===== src/rtl/core/lif_pkg.sv =====
// Shared widths, register indexes, reset values and types for the LIF neuron unit.
package lif_pkg;

   // Integer part of the membrane potential and default parameter values.
   localparam int INT_BITS      = 10;
   localparam int TIME_BITS_DEF = 10;
   localparam int FRAC_BITS_DEF = 8;

   // Q0.16 arithmetic for the decay factor; one point zero needs a 17th bit.
   localparam int Q16_W = 16;
   localparam logic [Q16_W:0] ONE_Q16 = {1'b1, {Q16_W{1'b0}}};

   // Word field widths.
   localparam int ELAPSED_W = 10;
   localparam int DELTA_W   = 8;
   localparam int POT_OUT_W = 18;

   // Configuration port.
   localparam int CSR_IDX_W  = 3;
   localparam int CSR_DATA_W = 16;
   localparam int THR_W      = 10;
   localparam int LEVEL_W    = 8;

   localparam logic [CSR_IDX_W-1:0] CSR_DECAY_PER_MS      = 3'd0;
   localparam logic [CSR_IDX_W-1:0] CSR_FIRE_THRESHOLD    = 3'd1;
   localparam logic [CSR_IDX_W-1:0] CSR_DOUBLE_THRESHOLD  = 3'd2;
   localparam logic [CSR_IDX_W-1:0] CSR_INHIBIT_THRESHOLD = 3'd3;
   localparam logic [CSR_IDX_W-1:0] CSR_BUTTON_BOOST      = 3'd4;
   localparam logic [CSR_IDX_W-1:0] CSR_POST_FIRE_LEVEL   = 3'd5;

   localparam logic [Q16_W-1:0]          RST_DECAY_PER_MS      = 16'd64884;
   localparam logic signed [THR_W-1:0]   RST_FIRE_THRESHOLD    = 10'sd25;
   localparam logic signed [THR_W-1:0]   RST_DOUBLE_THRESHOLD  = 10'sd50;
   localparam logic signed [THR_W-1:0]   RST_INHIBIT_THRESHOLD = -10'sd25;
   localparam logic signed [LEVEL_W-1:0] RST_BUTTON_BOOST      = 8'sd26;
   localparam logic signed [LEVEL_W-1:0] RST_POST_FIRE_LEVEL   = 8'sd0;

   // Spike decision flags carried into the result word.
   typedef struct packed {
      logic fire_once;
      logic fire_twice;
      logic cancel_queued;
   } spike_flags_type;

endpackage


===== src/rtl/core/lif_req_if.sv =====
// Update word channel of the LIF neuron unit.
interface lif_req_if;
   import lif_pkg::*;

   logic                        valid;
   logic                        ready;
   logic [ELAPSED_W-1:0]        elapsed_ms;
   logic signed [DELTA_W-1:0]   dendrite_delta;
   logic                        button_pressed;
   logic                        spont_mode;
   logic signed [DELTA_W-1:0]   spont_delta;
   logic                        queue_pending;

   modport source (
      output valid, elapsed_ms, dendrite_delta, button_pressed, spont_mode, spont_delta,
             queue_pending,
      input  ready
   );

   modport sink (
      input  valid, elapsed_ms, dendrite_delta, button_pressed, spont_mode, spont_delta,
             queue_pending,
      output ready
   );
endinterface


===== src/rtl/core/lif_rsp_if.sv =====
// Result word channel of the LIF neuron unit.
interface lif_rsp_if;
   import lif_pkg::*;

   logic                          valid;
   logic                          ready;
   logic                          fire_once;
   logic                          fire_twice;
   logic                          cancel_queued;
   logic signed [POT_OUT_W-1:0]   potential_out;

   modport source (
      output valid, fire_once, fire_twice, cancel_queued, potential_out,
      input  ready
   );

   modport sink (
      input  valid, fire_once, fire_twice, cancel_queued, potential_out,
      output ready
   );
endinterface


===== src/rtl/core/lif_mul.sv =====
// Shared unsigned multiplier with a registered product.
module lif_mul #(
   parameter int A_W = 18,
   parameter int B_W = 17
) (
   input  logic                 clock,
   input  logic                 issue,
   input  logic [A_W-1:0]       mul_a,
   input  logic [B_W-1:0]       mul_b,
   output logic [A_W+B_W-1:0]   prod_ff
);
   logic [A_W+B_W-1:0] prod_in;

   assign prod_in = (A_W + B_W)'(mul_a) * (A_W + B_W)'(mul_b);

   // The product is held until the next operation is issued.
   always_ff @(posedge clock) begin
      if (issue) begin
         prod_ff <= prod_in;
      end
   end
endmodule


===== src/rtl/core/lif_sat_add.sv =====
// Signed adder that clamps its sum to the range of its operands.
module lif_sat_add #(
   parameter int W = 18
) (
   input  logic signed [W-1:0] add_a,
   input  logic signed [W-1:0] add_b,
   output logic signed [W-1:0] sum
);
   logic signed [W:0] wide;

   assign wide = (W + 1)'(add_a) + (W + 1)'(add_b);

   always_comb begin
      if (wide[W] != wide[W-1]) begin
         // Overflow: the carry bit gives the direction.
         sum = wide[W] ? {1'b1, {(W - 1){1'b0}}} : {1'b0, {(W - 1){1'b1}}};
      end else begin
         sum = wide[W-1:0];
      end
   end
endmodule


===== src/rtl/core/leaky_integrate_fire_neuron_unit.sv =====
// Top level of the leaky integrate-and-fire neuron unit with its update sequencer.
//
// Each word on req_ch is one update of the neuron: elapsed time, dendrite,
// button and spontaneous deltas, and whether a queued pulse could be cancelled.
// The unit answers every update word with exactly one word on rsp_ch holding
// the fire and cancel flags and the new membrane potential in signed Q10.8.
// The decay factor is raised to the elapsed time by square-and-multiply on one
// shared multiplier, two multiplies per bit of the time field, followed by
// one multiply for the decay itself and three saturating adds.
// req_ch.ready is high only while the sequencer is idle, so a new update word
// is taken only after the result of the previous one has been loaded. The
// result sits in an output register, so the next update can run while rsp_ch
// is stalled; the sequencer only waits in its final step if the earlier result
// is still held. Each write on the csr_ port with a known index loads one of
// the six configuration registers at the next clock edge; the port must be
// written by the user only while the unit is idle; the unit does not enforce it.
// A synchronous reset clears the potential, loads the register defaults and
// drops rsp_ch.valid.
module leaky_integrate_fire_neuron_unit #(
   parameter int TIME_BITS = lif_pkg::TIME_BITS_DEF,
   parameter int FRAC_BITS = lif_pkg::FRAC_BITS_DEF
) (
   input  logic                              clock,
   input  logic                              reset,
   lif_req_if.sink                           req_ch,
   lif_rsp_if.source                         rsp_ch,
   input  logic                              csr_we,
   input  logic [lif_pkg::CSR_IDX_W-1:0]     csr_index,
   input  logic [lif_pkg::CSR_DATA_W-1:0]    csr_wdata
);
   import lif_pkg::*;

   localparam int POT_W   = INT_BITS + FRAC_BITS;
   localparam int CNT_W   = $clog2(TIME_BITS);
   localparam int MUL_A_W = (POT_W > Q16_W + 1) ? POT_W : Q16_W + 1;
   localparam int MUL_B_W = Q16_W + 1;
   localparam int PROD_W  = MUL_A_W + MUL_B_W;

   // Sequencer states.
   localparam logic [2:0] ST_IDLE   = 3'd0;
   localparam logic [2:0] ST_MUL_R  = 3'd1; // result times base
   localparam logic [2:0] ST_MUL_B  = 3'd2; // base squared
   localparam logic [2:0] ST_DECAY  = 3'd3; // magnitude times factor
   localparam logic [2:0] ST_ADD_D  = 3'd4; // dendrite delta
   localparam logic [2:0] ST_ADD_B  = 3'd5; // button boost
   localparam logic [2:0] ST_ADD_S  = 3'd6; // spontaneous delta
   localparam logic [2:0] ST_DECIDE = 3'd7; // thresholds and result word

   // Configuration registers.
   logic [Q16_W-1:0]           decay_ff;
   logic signed [THR_W-1:0]    fire_thr_ff;
   logic signed [THR_W-1:0]    double_thr_ff;
   logic signed [THR_W-1:0]    inhibit_thr_ff;
   logic signed [LEVEL_W-1:0]  boost_ff;
   logic signed [LEVEL_W-1:0]  post_ff;

   // Sequencer and datapath registers.
   logic [2:0]                 state_ff, state_in;
   logic [CNT_W-1:0]           cnt_ff, cnt_in;
   logic [TIME_BITS-1:0]       exp_ff, exp_in;
   logic [Q16_W:0]             r_ff, r_in;
   logic [Q16_W-1:0]           base_ff, base_in;
   logic signed [POT_W-1:0]    pot_ff, pot_in;

   // Latched update word.
   logic signed [DELTA_W-1:0]  dend_ff, dend_in;
   logic signed [DELTA_W-1:0]  sdelta_ff, sdelta_in;
   logic                       press_ff, press_in;
   logic                       spont_ff, spont_in;
   logic                       queued_ff, queued_in;

   // Output register.
   logic                       rsp_valid_ff, rsp_valid_in;
   spike_flags_type            rsp_flags_ff, rsp_flags_in;
   logic signed [POT_W-1:0]    rsp_pot_ff, rsp_pot_in;

   // Shared units.
   logic                       mul_issue;
   logic [MUL_A_W-1:0]         mul_a;
   logic [MUL_B_W-1:0]         mul_b;
   logic [PROD_W-1:0]          prod_ff;
   logic [Q16_W-1:0]           prod_q16;
   logic signed [POT_W-1:0]    sat_a, sat_b, sat_sum;

   logic [Q16_W-1:0]           base_cur;
   logic [POT_W-1:0]           mag;
   logic [POT_W-1:0]           q_mag;
   logic signed [POT_W-1:0]    decayed;
   logic signed [POT_W-1:0]    fire_lvl, double_lvl, inhibit_lvl, post_lvl;
   logic                       last_bit;
   logic                       slot_free;

   lif_mul #(
      .A_W (MUL_A_W),
      .B_W (MUL_B_W)
   ) u_mul (
      .clock   (clock),
      .issue   (mul_issue),
      .mul_a   (mul_a),
      .mul_b   (mul_b),
      .prod_ff (prod_ff)
   );

   lif_sat_add #(
      .W (POT_W)
   ) u_sat_add (
      .add_a (sat_a),
      .add_b (sat_b),
      .sum   (sat_sum)
   );

   // A Q0.16 product keeps bits 31:16; the decayed magnitude keeps the same shift.
   assign prod_q16 = prod_ff[Q16_W +: Q16_W];
   assign q_mag    = prod_ff[Q16_W +: POT_W];

   // Magnitude of the potential; the most negative value maps to its own magnitude.
   assign mag     = pot_ff[POT_W-1] ? $unsigned(-pot_ff) : $unsigned(pot_ff);
   assign decayed = pot_ff[POT_W-1] ? -$signed(q_mag) : $signed(q_mag);

   // The first bit uses the configured factor, later bits the square just computed.
   assign base_cur = (cnt_ff == '0) ? base_ff : prod_q16;
   assign last_bit = (cnt_ff == CNT_W'(TIME_BITS - 1));

   // Integer thresholds and levels scaled into the fixed-point format.
   assign fire_lvl    = $signed({fire_thr_ff, {FRAC_BITS{1'b0}}});
   assign double_lvl  = $signed({double_thr_ff, {FRAC_BITS{1'b0}}});
   assign inhibit_lvl = $signed({inhibit_thr_ff, {FRAC_BITS{1'b0}}});
   assign post_lvl    = POT_W'(post_ff) <<< FRAC_BITS;

   assign slot_free = !rsp_valid_ff || rsp_ch.ready;

   // Multiplier operand selection.
   always_comb begin
      mul_issue = 1'b0;
      mul_a     = '0;
      mul_b     = '0;
      case (state_ff)
         ST_MUL_R: begin
            mul_issue = 1'b1;
            mul_a     = MUL_A_W'(r_ff);
            mul_b     = MUL_B_W'(base_cur);
         end
         ST_MUL_B: begin
            mul_issue = 1'b1;
            mul_a     = MUL_A_W'(base_ff);
            mul_b     = MUL_B_W'(base_ff);
         end
         ST_DECAY: begin
            mul_issue = 1'b1;
            mul_a     = MUL_A_W'(mag);
            mul_b     = r_ff;
         end
         default: begin
            mul_issue = 1'b0;
         end
      endcase
   end

   // Saturating adder operand selection; adding zero leaves an in-range value alone.
   always_comb begin
      sat_a = pot_ff;
      sat_b = '0;
      case (state_ff)
         ST_ADD_D: begin
            sat_a = decayed;
            sat_b = POT_W'(dend_ff) <<< FRAC_BITS;
         end
         ST_ADD_B: begin
            sat_b = press_ff ? (POT_W'(boost_ff) <<< FRAC_BITS) : '0;
         end
         ST_ADD_S: begin
            sat_b = spont_ff ? (POT_W'(sdelta_ff) <<< FRAC_BITS) : '0;
         end
         default: begin
            sat_b = '0;
         end
      endcase
   end

   // Sequencer.
   always_comb begin
      state_in     = state_ff;
      cnt_in       = cnt_ff;
      exp_in       = exp_ff;
      r_in         = r_ff;
      base_in      = base_ff;
      pot_in       = pot_ff;
      dend_in      = dend_ff;
      sdelta_in    = sdelta_ff;
      press_in     = press_ff;
      spont_in     = spont_ff;
      queued_in    = queued_ff;
      rsp_valid_in = rsp_valid_ff && !rsp_ch.ready;
      rsp_flags_in = rsp_flags_ff;
      rsp_pot_in   = rsp_pot_ff;

      case (state_ff)
         ST_IDLE: begin
            if (req_ch.valid) begin
               exp_in    = TIME_BITS'(req_ch.elapsed_ms);
               dend_in   = req_ch.dendrite_delta;
               sdelta_in = req_ch.spont_delta;
               press_in  = req_ch.button_pressed;
               spont_in  = req_ch.spont_mode;
               queued_in = req_ch.queue_pending;
               r_in      = ONE_Q16;
               base_in   = decay_ff;
               cnt_in    = '0;
               state_in  = ST_MUL_R;
            end
         end
         ST_MUL_R: begin
            base_in  = base_cur;
            state_in = ST_MUL_B;
         end
         ST_MUL_B: begin
            if (exp_ff[0]) begin
               r_in = {1'b0, prod_q16};
            end
            exp_in = exp_ff >> 1;
            if (last_bit) begin
               state_in = ST_DECAY;
            end else begin
               cnt_in   = cnt_ff + 1'b1;
               state_in = ST_MUL_R;
            end
         end
         ST_DECAY: begin
            state_in = ST_ADD_D;
         end
         ST_ADD_D: begin
            pot_in   = sat_sum;
            state_in = ST_ADD_B;
         end
         ST_ADD_B: begin
            pot_in   = sat_sum;
            state_in = ST_ADD_S;
         end
         ST_ADD_S: begin
            pot_in   = sat_sum;
            state_in = ST_DECIDE;
         end
         ST_DECIDE: begin
            if (slot_free) begin
               rsp_flags_in = '0;
               if (pot_ff > double_lvl) begin
                  rsp_flags_in.fire_once  = 1'b1;
                  rsp_flags_in.fire_twice = 1'b1;
                  pot_in                  = post_lvl;
               end else if (pot_ff > fire_lvl) begin
                  rsp_flags_in.fire_once = 1'b1;
                  pot_in                 = post_lvl;
               end else if ((pot_ff < inhibit_lvl) && queued_ff) begin
                  rsp_flags_in.cancel_queued = 1'b1;
                  pot_in                     = '0;
               end
               rsp_pot_in   = pot_in;
               rsp_valid_in = 1'b1;
               state_in     = ST_IDLE;
            end
         end
         default: begin
            state_in = ST_IDLE;
         end
      endcase
   end

   always_ff @(posedge clock) begin
      if (reset) begin
         state_ff     <= ST_IDLE;
         pot_ff       <= '0;
         rsp_valid_ff <= 1'b0;
      end else begin
         state_ff     <= state_in;
         pot_ff       <= pot_in;
         rsp_valid_ff <= rsp_valid_in;
      end
   end

   always_ff @(posedge clock) begin
      cnt_ff       <= cnt_in;
      exp_ff       <= exp_in;
      r_ff         <= r_in;
      base_ff      <= base_in;
      dend_ff      <= dend_in;
      sdelta_ff    <= sdelta_in;
      press_ff     <= press_in;
      spont_ff     <= spont_in;
      queued_ff    <= queued_in;
      rsp_flags_ff <= rsp_flags_in;
      rsp_pot_ff   <= rsp_pot_in;
   end

   // Configuration registers; unknown indexes are ignored.
   always_ff @(posedge clock) begin
      if (reset) begin
         decay_ff       <= RST_DECAY_PER_MS;
         fire_thr_ff    <= RST_FIRE_THRESHOLD;
         double_thr_ff  <= RST_DOUBLE_THRESHOLD;
         inhibit_thr_ff <= RST_INHIBIT_THRESHOLD;
         boost_ff       <= RST_BUTTON_BOOST;
         post_ff        <= RST_POST_FIRE_LEVEL;
      end else if (csr_we) begin
         case (csr_index)
            CSR_DECAY_PER_MS:      decay_ff       <= csr_wdata;
            CSR_FIRE_THRESHOLD:    fire_thr_ff    <= csr_wdata[THR_W-1:0];
            CSR_DOUBLE_THRESHOLD:  double_thr_ff  <= csr_wdata[THR_W-1:0];
            CSR_INHIBIT_THRESHOLD: inhibit_thr_ff <= csr_wdata[THR_W-1:0];
            CSR_BUTTON_BOOST:      boost_ff       <= csr_wdata[LEVEL_W-1:0];
            CSR_POST_FIRE_LEVEL:   post_ff        <= csr_wdata[LEVEL_W-1:0];
            default: begin
            end
         endcase
      end
   end

   // Channel outputs.
   assign req_ch.ready         = (state_ff == ST_IDLE);
   assign rsp_ch.valid         = rsp_valid_ff;
   assign rsp_ch.fire_once     = rsp_flags_ff.fire_once;
   assign rsp_ch.fire_twice    = rsp_flags_ff.fire_twice;
   assign rsp_ch.cancel_queued = rsp_flags_ff.cancel_queued;
   assign rsp_ch.potential_out = POT_OUT_W'(rsp_pot_ff);

   // A second pulse never fires without the first.
   a_twice_implies_once: assert property (@(posedge clock) disable iff (reset)
      rsp_ch.valid |-> (!rsp_ch.fire_twice || rsp_ch.fire_once))
      else $error("fire_twice without fire_once");

   // Inhibition and firing exclude each other, and inhibition clears the potential.
   a_cancel_clears: assert property (@(posedge clock) disable iff (reset)
      (rsp_ch.valid && rsp_ch.cancel_queued) |-> (!rsp_ch.fire_once &&
                                                  rsp_ch.potential_out == '0))
      else $error("cancel_queued with firing or nonzero potential");

   // The running power of the decay factor never exceeds one point zero.
   a_power_bounded: assert property (@(posedge clock) disable iff (reset)
      (state_ff != ST_IDLE) |-> (r_ff <= ONE_Q16))
      else $error("decay power above one");

   // A result word is only loaded from the final step of the sequence.
   a_result_from_decide: assert property (@(posedge clock) disable iff (reset)
      ($rose(rsp_valid_ff)) |-> ($past(state_ff) == ST_DECIDE))
      else $error("result word loaded outside the decide step");
endmodule


===== src/flat_wrapper.sv =====
// flat-port wrapper written by rule: the top's interface ports become plain ports
module leaky_integrate_fire_neuron_unit_flat import lif_pkg::*;
#(
   parameter int TIME_BITS = lif_pkg::TIME_BITS_DEF,
   parameter int FRAC_BITS = lif_pkg::FRAC_BITS_DEF
)
  (clock, reset, csr_we, csr_index, csr_wdata, req_ch_valid, req_ch_elapsed_ms, req_ch_dendrite_delta, req_ch_button_pressed, req_ch_spont_mode, req_ch_spont_delta, req_ch_queue_pending, req_ch_ready, rsp_ch_valid, rsp_ch_fire_once, rsp_ch_fire_twice, rsp_ch_cancel_queued, rsp_ch_potential_out, rsp_ch_ready);
  lif_req_if req_ch_i ();
  lif_rsp_if rsp_ch_i ();
  input  logic clock;
  input  logic reset;
  input  logic csr_we;
  input  logic [lif_pkg::CSR_IDX_W-1:0] csr_index;
  input  logic [lif_pkg::CSR_DATA_W-1:0] csr_wdata;
  input wire logic [$bits(req_ch_i.valid)-1:0] req_ch_valid;
  input wire logic [$bits(req_ch_i.elapsed_ms)-1:0] req_ch_elapsed_ms;
  input wire logic [$bits(req_ch_i.dendrite_delta)-1:0] req_ch_dendrite_delta;
  input wire logic [$bits(req_ch_i.button_pressed)-1:0] req_ch_button_pressed;
  input wire logic [$bits(req_ch_i.spont_mode)-1:0] req_ch_spont_mode;
  input wire logic [$bits(req_ch_i.spont_delta)-1:0] req_ch_spont_delta;
  input wire logic [$bits(req_ch_i.queue_pending)-1:0] req_ch_queue_pending;
  output wire logic [$bits(req_ch_i.ready)-1:0] req_ch_ready;
  output wire logic [$bits(rsp_ch_i.valid)-1:0] rsp_ch_valid;
  output wire logic [$bits(rsp_ch_i.fire_once)-1:0] rsp_ch_fire_once;
  output wire logic [$bits(rsp_ch_i.fire_twice)-1:0] rsp_ch_fire_twice;
  output wire logic [$bits(rsp_ch_i.cancel_queued)-1:0] rsp_ch_cancel_queued;
  output wire logic [$bits(rsp_ch_i.potential_out)-1:0] rsp_ch_potential_out;
  input wire logic [$bits(rsp_ch_i.ready)-1:0] rsp_ch_ready;
  assign req_ch_i.valid = req_ch_valid;
  assign req_ch_i.elapsed_ms = req_ch_elapsed_ms;
  assign req_ch_i.dendrite_delta = req_ch_dendrite_delta;
  assign req_ch_i.button_pressed = req_ch_button_pressed;
  assign req_ch_i.spont_mode = req_ch_spont_mode;
  assign req_ch_i.spont_delta = req_ch_spont_delta;
  assign req_ch_i.queue_pending = req_ch_queue_pending;
  assign req_ch_ready = req_ch_i.ready;
  assign rsp_ch_valid = rsp_ch_i.valid;
  assign rsp_ch_fire_once = rsp_ch_i.fire_once;
  assign rsp_ch_fire_twice = rsp_ch_i.fire_twice;
  assign rsp_ch_cancel_queued = rsp_ch_i.cancel_queued;
  assign rsp_ch_potential_out = rsp_ch_i.potential_out;
  assign rsp_ch_i.ready = rsp_ch_ready;
  leaky_integrate_fire_neuron_unit #(.TIME_BITS(TIME_BITS), .FRAC_BITS(FRAC_BITS)) u_core (.clock(clock), .reset(reset), .req_ch(req_ch_i), .rsp_ch(rsp_ch_i), .csr_we(csr_we), .csr_index(csr_index), .csr_wdata(csr_wdata));
endmodule

===== config.mk =====
export PLATFORM = sky130hd
export DESIGN_NAME = leaky_integrate_fire_neuron_unit_flat
export DESIGN_NICKNAME = d
export VERILOG_FILES = /design/src/rtl/core/lif_pkg.sv /design/src/rtl/core/lif_req_if.sv /design/src/rtl/core/lif_rsp_if.sv /design/src/rtl/core/lif_mul.sv /design/src/rtl/core/lif_sat_add.sv /design/src/rtl/core/leaky_integrate_fire_neuron_unit.sv /design/src/flat_wrapper.sv
export SDC_FILE = /design/constraint.sdc
export NUM_CORES = 1
export LEC_CHECK = 0
export ABC_CLOCK_PERIOD_IN_PS = 8250
export BUFFER_PORTS_ARGS = -buffer_cell sky130_fd_sc_hd__buf_2
export CAP_MARGIN = 20
export CORE_MARGIN = 4
export CORE_UTILIZATION = 40
export DETAILED_ROUTE_END_ITERATION = 10
export GPL_TIMING_DRIVEN = 0
export PLACE_DENSITY = 0.57
export SLEW_MARGIN = 15
export SYNTH_ARGS = -nofsm -noshare
export SYNTH_HDL_FRONTEND = slang
export SYNTH_SLANG_ARGS = --single-unit
export TNS_END_PERCENT = 5

===== constraint.sdc =====
create_clock -name clock -period 8.25 [get_ports clock]
set_input_delay 1.65 -clock clock [delete_from_list [all_inputs] [get_ports clock]]
set_output_delay 1.65 -clock clock [all_outputs]
set_load 0.005 [all_outputs]

==> results of run 1 <==
cells in the mapped netlist (all sizes together), types with 3 or more instances:
library cell / instances / share of area
nor2: 242 / 0.047
nand3: 26 / 0.0069
a211o: 20 / 0.0090
a31oi: 5 / 0.0016
a221o: 5 / 0.0026
or3: 6 / 0.0019
o211ai: 21 / 0.0084
ha: 147 / 0.095
and2: 30 / 0.0096
o31ai: 8 / 0.0031
a211oi: 10 / 0.0039
nor2b: 28 / 0.0090
fa: 237 / 0.24
nand3b: 15 / 0.0058
buf: 11 / 0.0028
xor2: 33 / 0.015
nor3b: 5 / 0.0019
a221oi: 6 / 0.0030
or2: 12 / 0.0039
mux2i: 20 / 0.010
a21o: 22 / 0.0085
o21ai: 56 / 0.014
a21oi: 107 / 0.028
o21a: 12 / 0.0046
nor4: 8 / 0.0041
nor3: 28 / 0.0078
nand4: 6 / 0.0019
dfxtp: 84 / 0.086
o41ai: 4 / 0.0018
xnor2: 25 / 0.011
a32o: 3 / 0.0015
a222oi: 12 / 0.0062
or4: 10 / 0.0040
and3: 8 / 0.0026
clkbuf: 79 / 0.015
o21bai: 6 / 0.0023
a22oi: 15 / 0.0058
nand2: 344 / 0.066
nand2b: 22 / 0.0071
edfxtp: 105 / 0.16
a22o: 8 / 0.0039
inv: 324 / 0.062
a32oi: 3 / 0.0014
final cells by class:
type	instances	area [um^2]
buffer	87	409.1
clock buffer	19	432.9
clock inverter	13	147.6
fill	4627	26260
inverter	324	1216
multi-input combinational	1591	13310
sequential	189	4835
tap	615	769.5
timing repair buffer	98	568.0
logic make-up after synthesis:
family | synth area share
AND/OR/NAND/NOR | 0.1802
buffers and inverters | 0.08062
adder cells (fa/ha/maj) | 0.3383
AO/OA/AOI/OAI | 0.1149
flip-flops | 0.2484
XOR/XNOR | 0.02610
multiplexers | 0.01144
stage by stage:
step                      hold slack [ns]  setup WS [ns]  std cells  power (mW)
after floorplan                    0.4360         0.4872       2194       1.712
after global placement             0.4440         -1.232       2884       2.004
after detailed placement           0.4486         -1.418       2893       2.030
after CTS                          0.4598       0.008006       2924       2.869
after global routing               0.4758       -0.01779       2936       3.029
final                              0.4582         0.1623       2936       2.880
worst min-delay path: cells and delay by family, from the launching register on:
kind,cells,cell delay (ns)
flip-flops,1,0.31
AND/OR/NAND/NOR,1,0.05
AO/OA/AOI/OAI,1,0.05
worst max-delay path by stage:
| stage | startpoint | to | slack [ns] | depth (start not counted) |
|---|---|---|---|---|
| 5_1_grt | u_core.pot_ff[2] | u_core.u_mul.prod_ff[32] | -0.02 | 28 |
| 2_1_floorplan | u_core.cnt_ff[0] | u_core.u_mul.prod_ff[33] | 0.49 | 29 |
| 4_1_cts | u_core.pot_ff[5] | u_core.u_mul.prod_ff[33] | 0.008 | 27 |
| 3_5_place_dp | u_core.cnt_ff[0] | u_core.u_mul.prod_ff[33] | -1.42 | 29 |
| 6_report | u_core.state_ff[2] | u_core.u_mul.prod_ff[23] | 0.16 | 24 |
| 3_3_place_gp | u_core.state_ff[0] | u_core.u_mul.prod_ff[33] | -1.23 | 31 |
layout by cell type (no fill, tap or decap), drive strengths merged, types with 10 or more instances in the layout:
| cell | n |
|---|---|
| nand2 | 344 |
| inv | 332 |
| nor2 | 242 |
| fa | 237 |
| ha | 147 |
| buf | 111 |
| a21oi | 107 |
| edfxtp | 105 |
| clkbuf | 93 |
| dfxtp | 84 |
| o21ai | 56 |
| xor2 | 33 |
| and2 | 30 |
| nor2b | 28 |
| nor3 | 28 |
| nand3 | 26 |
| xnor2 | 25 |
| nand2b | 22 |
| a21o | 22 |
| o211ai | 21 |
| a211o | 20 |
| mux2i | 20 |
| nand3b | 15 |
| a22oi | 15 |
| or2 | 12 |
| a222oi | 12 |
| o21a | 12 |
| a211oi | 10 |
| or4 | 10 |
metal layers:
layer	routed length (um)	global-route usage	vias to the layer above
met2	27350	0.3644	542
met5	0	0	-
met3	3444	0.02854	81
met4	1525	0.06295	0
li1	-	-	7401
met1	26550	0.3157	7910
registers in the layout, indices dropped and copies added (netlist names), 4 cells and up:
register                     count
u_core.cnt_ff                    4
u_core.inhibit_thr_ff           10
u_core.pot_ff                   18
u_core.post_ff                   8
u_core.boost_ff                  8
u_core.dend_ff                   8
u_core.exp_ff                   10
u_core.fire_thr_ff              10
u_core.rsp_ch.potential_out     18
u_core.base_ff                  16
u_core.double_thr_ff            10
u_core.decay_ff                 16
u_core.r_ff                     17
u_core.u_mul.prod_ff            18
u_core.sdelta_ff                 8
power breakdown:
group          internal (mW)  switching (mW)
logic                  0.321           0.595
registers               1.07          0.0614
clock network          0.431           0.399
repair_timing:
item | CTS | global route
setup endpoints to repair | 18 | 10
buffers inserted | 0 | 13
pin swaps | 3 | 5
gates resized for setup | 50 | 47
==> qor.txt, run 1 <==
Via-to-Cell Ratio - 5.427
Syn_nets - 2631
Max Cap Viol - 0
Final GP Congestion - 0.9149
CTS max path bufs - 2
Number of synthesis warnings - 0
First-pass GRT wire length - 92050 um
HP Start - u_core.fire_thr_ff[5]
Final setup fails - 0
Port-buffer cells - 75
Total Routing Usage GR - 0.2239
Max_slew headroom - 0.3003
Antenna violations before repair - 0
Die W - 228.6 um
Worst hold endpoint - u_core.fire_thr_ff[5]
DR vias - 15.93k
Reg-to-reg startpoint - u_core.state_ff[2]
Mapped cell area - 19460 um^2
GRT Residual Overflow - 0
DP Area - 20720 um^2
Worst clock skew - 0.01756 ns
Die area - 52250 um^2
Clock sinks - 189
Cell count after synthesis - 2194
Top Family by Delay on Critical Path - adder cells
Drt initial violations - 1185
Final Cycle Share - 0.9803
Peak VDD IR - 0.1076 mV
CP Max Fanout - 10
Largest net degree at the start of global routing - 23
Rows - 80
Routed Antenna Nets - 0
Cell variety after synth - 71
Initial Util - 0.4059
Slowest stage cell, crit path - a21oi_1
LEAKAGE - 9.942 nW
Final core occ - 0.4523
Ys flop type - edfxtp_1
Final HPWL DP - 48020 um
Status - finished, final reports clean
Setup CP Type - reg2reg
Final WL - 58870 um
Net count, final - 2745
Cts hold-fix bufs - 0
Diode count - 0
Final instance area - 21690 um^2
Min Tclk post-route - 8.088 ns
Layout cells sized above 1 - 0.09608
Post-synth ARST share - 0
Crit path DAT - 8.28 ns
Worst-path clk slew - 0.08 ns
Number of synthesized flops with an enable pin - 105
Yosys reg bits - 189
R2R Setup Slk - 0.16 ns
Vias in the first global route - 15.91k
CP startpoint kind - flip-flop
CP Capture Type - flip-flop
CTS buffer count - 17
Worst slew pin tran - 1.049 ns
Root Buffer - clkbuf_16
Hold Vio Cnt, Final - 0
Seq/Total Area, Yosys - 0.2484
Pwr dens - 132.8 nW/um^2
Hold path depth - 2
Area delta synth->final - 11.43%
Drt first pass iters - 6
Wire per inst - 20.05 um
TritonCTS clock tree - done
# IOs - 76
H-tree Lvls - 4
CP Buf/Inv Count - 7
Crit-path cells - clkbuf_1, clkbuf_2, clkbuf_1, clkbuf_2, a21oi_1, nand2_1, fa_1, inv_1, fa_1, inv_1, fa_1, inv_1, fa_1, fa_1, fa_1, ha_1, nand2_1, o21bai_1, a21oi_2, o21a_1, o21a_1, a21oi_1, a211o_1, xnor2_1
Die height - 228.6 um
Fmax - 123.6 MHz
Clk_lat worst skew - 0.44 ns
Sum of negative setup slack - 0 ns
Most frequent CP cell - fa_1
Worst R2R End - u_core.u_mul.prod_ff[23]
Worst min path class - reg2reg
Worst Path Required - 8.44 ns
Post-synthesis area per instance - 8.871 um^2
Final Slew Violations - 0
DRC viols - 0
Area of the core - 47950 um^2
R2R cell count - 24
Slowest stage delay, CP - 0.79 ns
No activity file was read; power rests on OpenSTA's default activity.
==> inputs of run 2 (changes only) <==
--- a/config.mk
+++ b/config.mk
@@ -16,5 +16,6 @@
 export SLEW_MARGIN = 15
 export SYNTH_ARGS = -nofsm -noshare
 export SYNTH_HDL_FRONTEND = slang
+export SYNTH_HIERARCHICAL = 1
 export SYNTH_SLANG_ARGS = --single-unit
 export TNS_END_PERCENT = 5
==> qor.txt, run 2 <==
Status - finished, final reports clean (unchanged)
Final HPWL DP - 52880 um (was 48020 um)
Vias in the first global route - 18.01k (was 15.91k)
Post-synthesis area per instance - 8.900 um^2 (was 8.871 um^2)
Total Routing Usage GR - 0.2337 (was 0.2239)
Min Tclk post-route - 8.086 ns (was 8.088 ns)
Commonest cells after routing, fill and taps aside - 410 x nand2_1, 344 x inv_1, 240 x fa_1 (was 336 x nand2_1, 322 x inv_1, 239 x nor2_1)
Worst min path class - reg2reg (unchanged)
GRT Residual Overflow - 0 (unchanged)
Initial Util - 0.4032 (was 0.4059)
P_sw - 1.116 mW (was 1.055 mW)
LEAKAGE - 10.85 nW (was 9.942 nW)
Max Cap Viol - 0 (unchanged)
Area of the core - 52550 um^2 (was 47950 um^2)
# IOs - 76 (unchanged)
Antenna violations before repair - 0 (unchanged)
Largest net degree at the start of global routing - 31 (was 23)
Net count, final - 2943 (was 2745)
Final setup fails - 0 (unchanged)
CP Capture Type - flip-flop (unchanged)
Final WL - 66570 um (was 58870 um)
Worst slew pin tran - 0.8962 ns (was 1.049 ns)
Slowest stage cell, crit path - fa_1 (was a21oi_1)
Drt initial violations - 1424 (was 1185)
CTS max path bufs - 2 (unchanged)
Routed Antenna Nets - 0 (unchanged)
Worst clock skew - 0.01754 ns (was 0.01756 ns)
Area delta synth->final - 10.99% (was 11.43%)
Final GP Congestion - 0.9470 (was 0.9149)
Crit path DAT - 8.27 ns (was 8.28 ns)
Worst Path Required - 8.43 ns (was 8.44 ns)
Peak VDD IR - 0.1031 mV (was 0.1076 mV)
Setup CP Type - reg2reg (unchanged)
Clk network pwr share - 0.279 (was 0.288)
Diode count - 0 (unchanged)
Port-buffer cells - 74 (was 75)
Sw Ratio - 0.3792 (was 0.3664)
TritonCTS clock tree - done (unchanged)
Cell count after synthesis - 2381 (was 2194)
H-tree Lvls - 4 (unchanged)
Cts hold-fix bufs - 0 (unchanged)
Pint - 1.826 mW (was 1.825 mW)
Filler cell count - 5166 (was 4627)
Number of synthesis warnings - 6 (was 0)
Layout cells sized above 1 - 0.1223 (was 0.09608)
DP Area - 22510 um^2 (was 20720 um^2)
Worst-path clk slew - 0.08 ns (about the same)
Final setup margin - 0.1644 ns (was 0.1623 ns)
CP Buf/Inv Count - 6 (was 7)
CP Max Fanout - 10 (unchanged)
Clk_lat worst skew - 0.44 ns (about the same)
Clock sinks - 189 (unchanged)
Root Buffer - clkbuf_16 (unchanged)
Final instance area - 23520 um^2 (was 21690 um^2)
Most frequent CP cell - fa_1 (unchanged)
Max_slew headroom - 0.4026 (was 0.3003)
First-pass GRT wire length - 103500 um (was 92050 um)
CTS buffer count - 17 (unchanged)
Area of the multi-input gates - 14890 um^2 (was 13310 um^2)
Pre-CTS setup slack - -1.132 ns (was -1.418 ns)
Hold Vio Cnt, Final - 0 (unchanged)
Final Slew Violations - 0 (unchanged)
Pwr dens - 125.1 nW/um^2 (was 132.8 nW/um^2)
Logic gate share of total power - 0.338 (was 0.318)
Sum of negative setup slack - 0 ns (unchanged)
DRC viols - 0 (unchanged)
CP startpoint kind - flip-flop (unchanged)
Final Cycle Share - 0.9801 (was 0.9803)
Drt first pass iters - 7 (was 6)
Slowest stage delay, CP - 0.56 ns (was 0.79 ns)
Die W - 238.2 um (was 228.6 um)
FF+latch area - 4846 um^2 (was 4835 um^2)
Wire per inst - 20.87 um (was 20.05 um)
Top Family by Delay on Critical Path - adder cells (unchanged)
Fmax - 123.7 MHz (was 123.6 MHz)
WHS - 0.4603 ns (was 0.4582 ns)
Final Power - 2.942 mW (was 2.880 mW)
Reg power frac - 0.382 (was 0.394)
Most common cell after layout, fill and taps aside - nand2_1 (unchanged)
RSZ-0062 raised after global routing - yes
Die area - 56720 um^2 (was 52250 um^2)
Rows - 84 (was 80)
Via-to-Cell Ratio - 5.435 (was 5.427)
DR vias - 17.34k (was 15.93k)
Mapped cell area - 21190 um^2 (was 19460 um^2)
Die height - 238.2 um (was 228.6 um)
run 2: worst register-to-register path, cell delays in order (launching register included):
cell and delay (ns):
dfxtp_4 0.39, or4_1 0.52, clkbuf_4 0.19, or3_4 0.40, o41ai_4 0.34, xnor2_2 0.20
mux2i_1 0.14, o21ai_2 0.22, buf_6 0.17, buf_8 0.16, nand2_1 0.09, fa_1 0.55
fa_1 0.56, inv_1 0.06, fa_1 0.48, fa_1 0.52, fa_1 0.50, inv_1 0.05
fa_1 0.50, inv_1 0.08, ha_4 0.30, and3_1 0.17, nand3_1 0.15, o31a_1 0.38
or2_1 0.29, and2_1 0.15, o32a_1 0.29
run 2: final cells by class:
type | count | area share
Clock buffer | 19 | 0.01841
Multi-Input combinational cell | 1730 | 0.6332
Inverter | 347 | 0.05538
Sequential cell | 189 | 0.2060
Clock inverter | 13 | 0.006224
Tap cell | 688 | 0.03660
Buffer | 118 | 0.02415
Timing Repair Buffer | 86 | 0.02006
run 2: final timing paths:
path,depth (start not counted),end,slack [ns],startpoint
min,2,u_core/double_thr_ff[7],0.46,u_core/double_thr_ff[7]
min reg2reg,2,u_core/double_thr_ff[7],0.46,u_core/double_thr_ff[7]
max,26,u_core/u_mul/prod_ff[32],0.16,u_core/pot_ff[2]
max reg2reg,26,u_core/u_mul/prod_ff[32],0.16,u_core/pot_ff[2]
run 2: repair_timing:
item | in CTS | in global routing
setup endpoints to repair | 18 | 14
buffers inserted | 5 | 3
pin swaps | 5 | 10
gates resized for setup | 72 | 83
run 2: layer usage:
metal / vias to the layer above / share of wire / GRT usage
met2: 549 / 0.49 / 0.4005
li1: 8031 / - / -
met3: 101 / 0.053 / 0.02820
met1: 8658 / 0.43 / 0.3083
met4: 0 / 0.032 / 0.07880
met5: - / 0 / 0
run 2: power by group through the flow:
stage | Sequential (mW) | Clock, mW | Combinational (mW)
after CTS | 1.12 | 0.836 | 0.961
after global placement | 1.14 | 0 | 0.918
after global routing | 1.13 | 0.871 | 1.10
after detailed placement | 1.14 | 0 | 0.937
final | 1.12 | 0.822 | 0.995
after floorplan | 1.12 | 0 | 0.629
run 2: stage by stage:
step	util	instances
after floorplan	-	2389
after global placement	0.4272	3151
after detailed placement	0.4284	3155
after CTS	0.4438	3189
after global routing	0.4476	3190
final	0.4476	3190
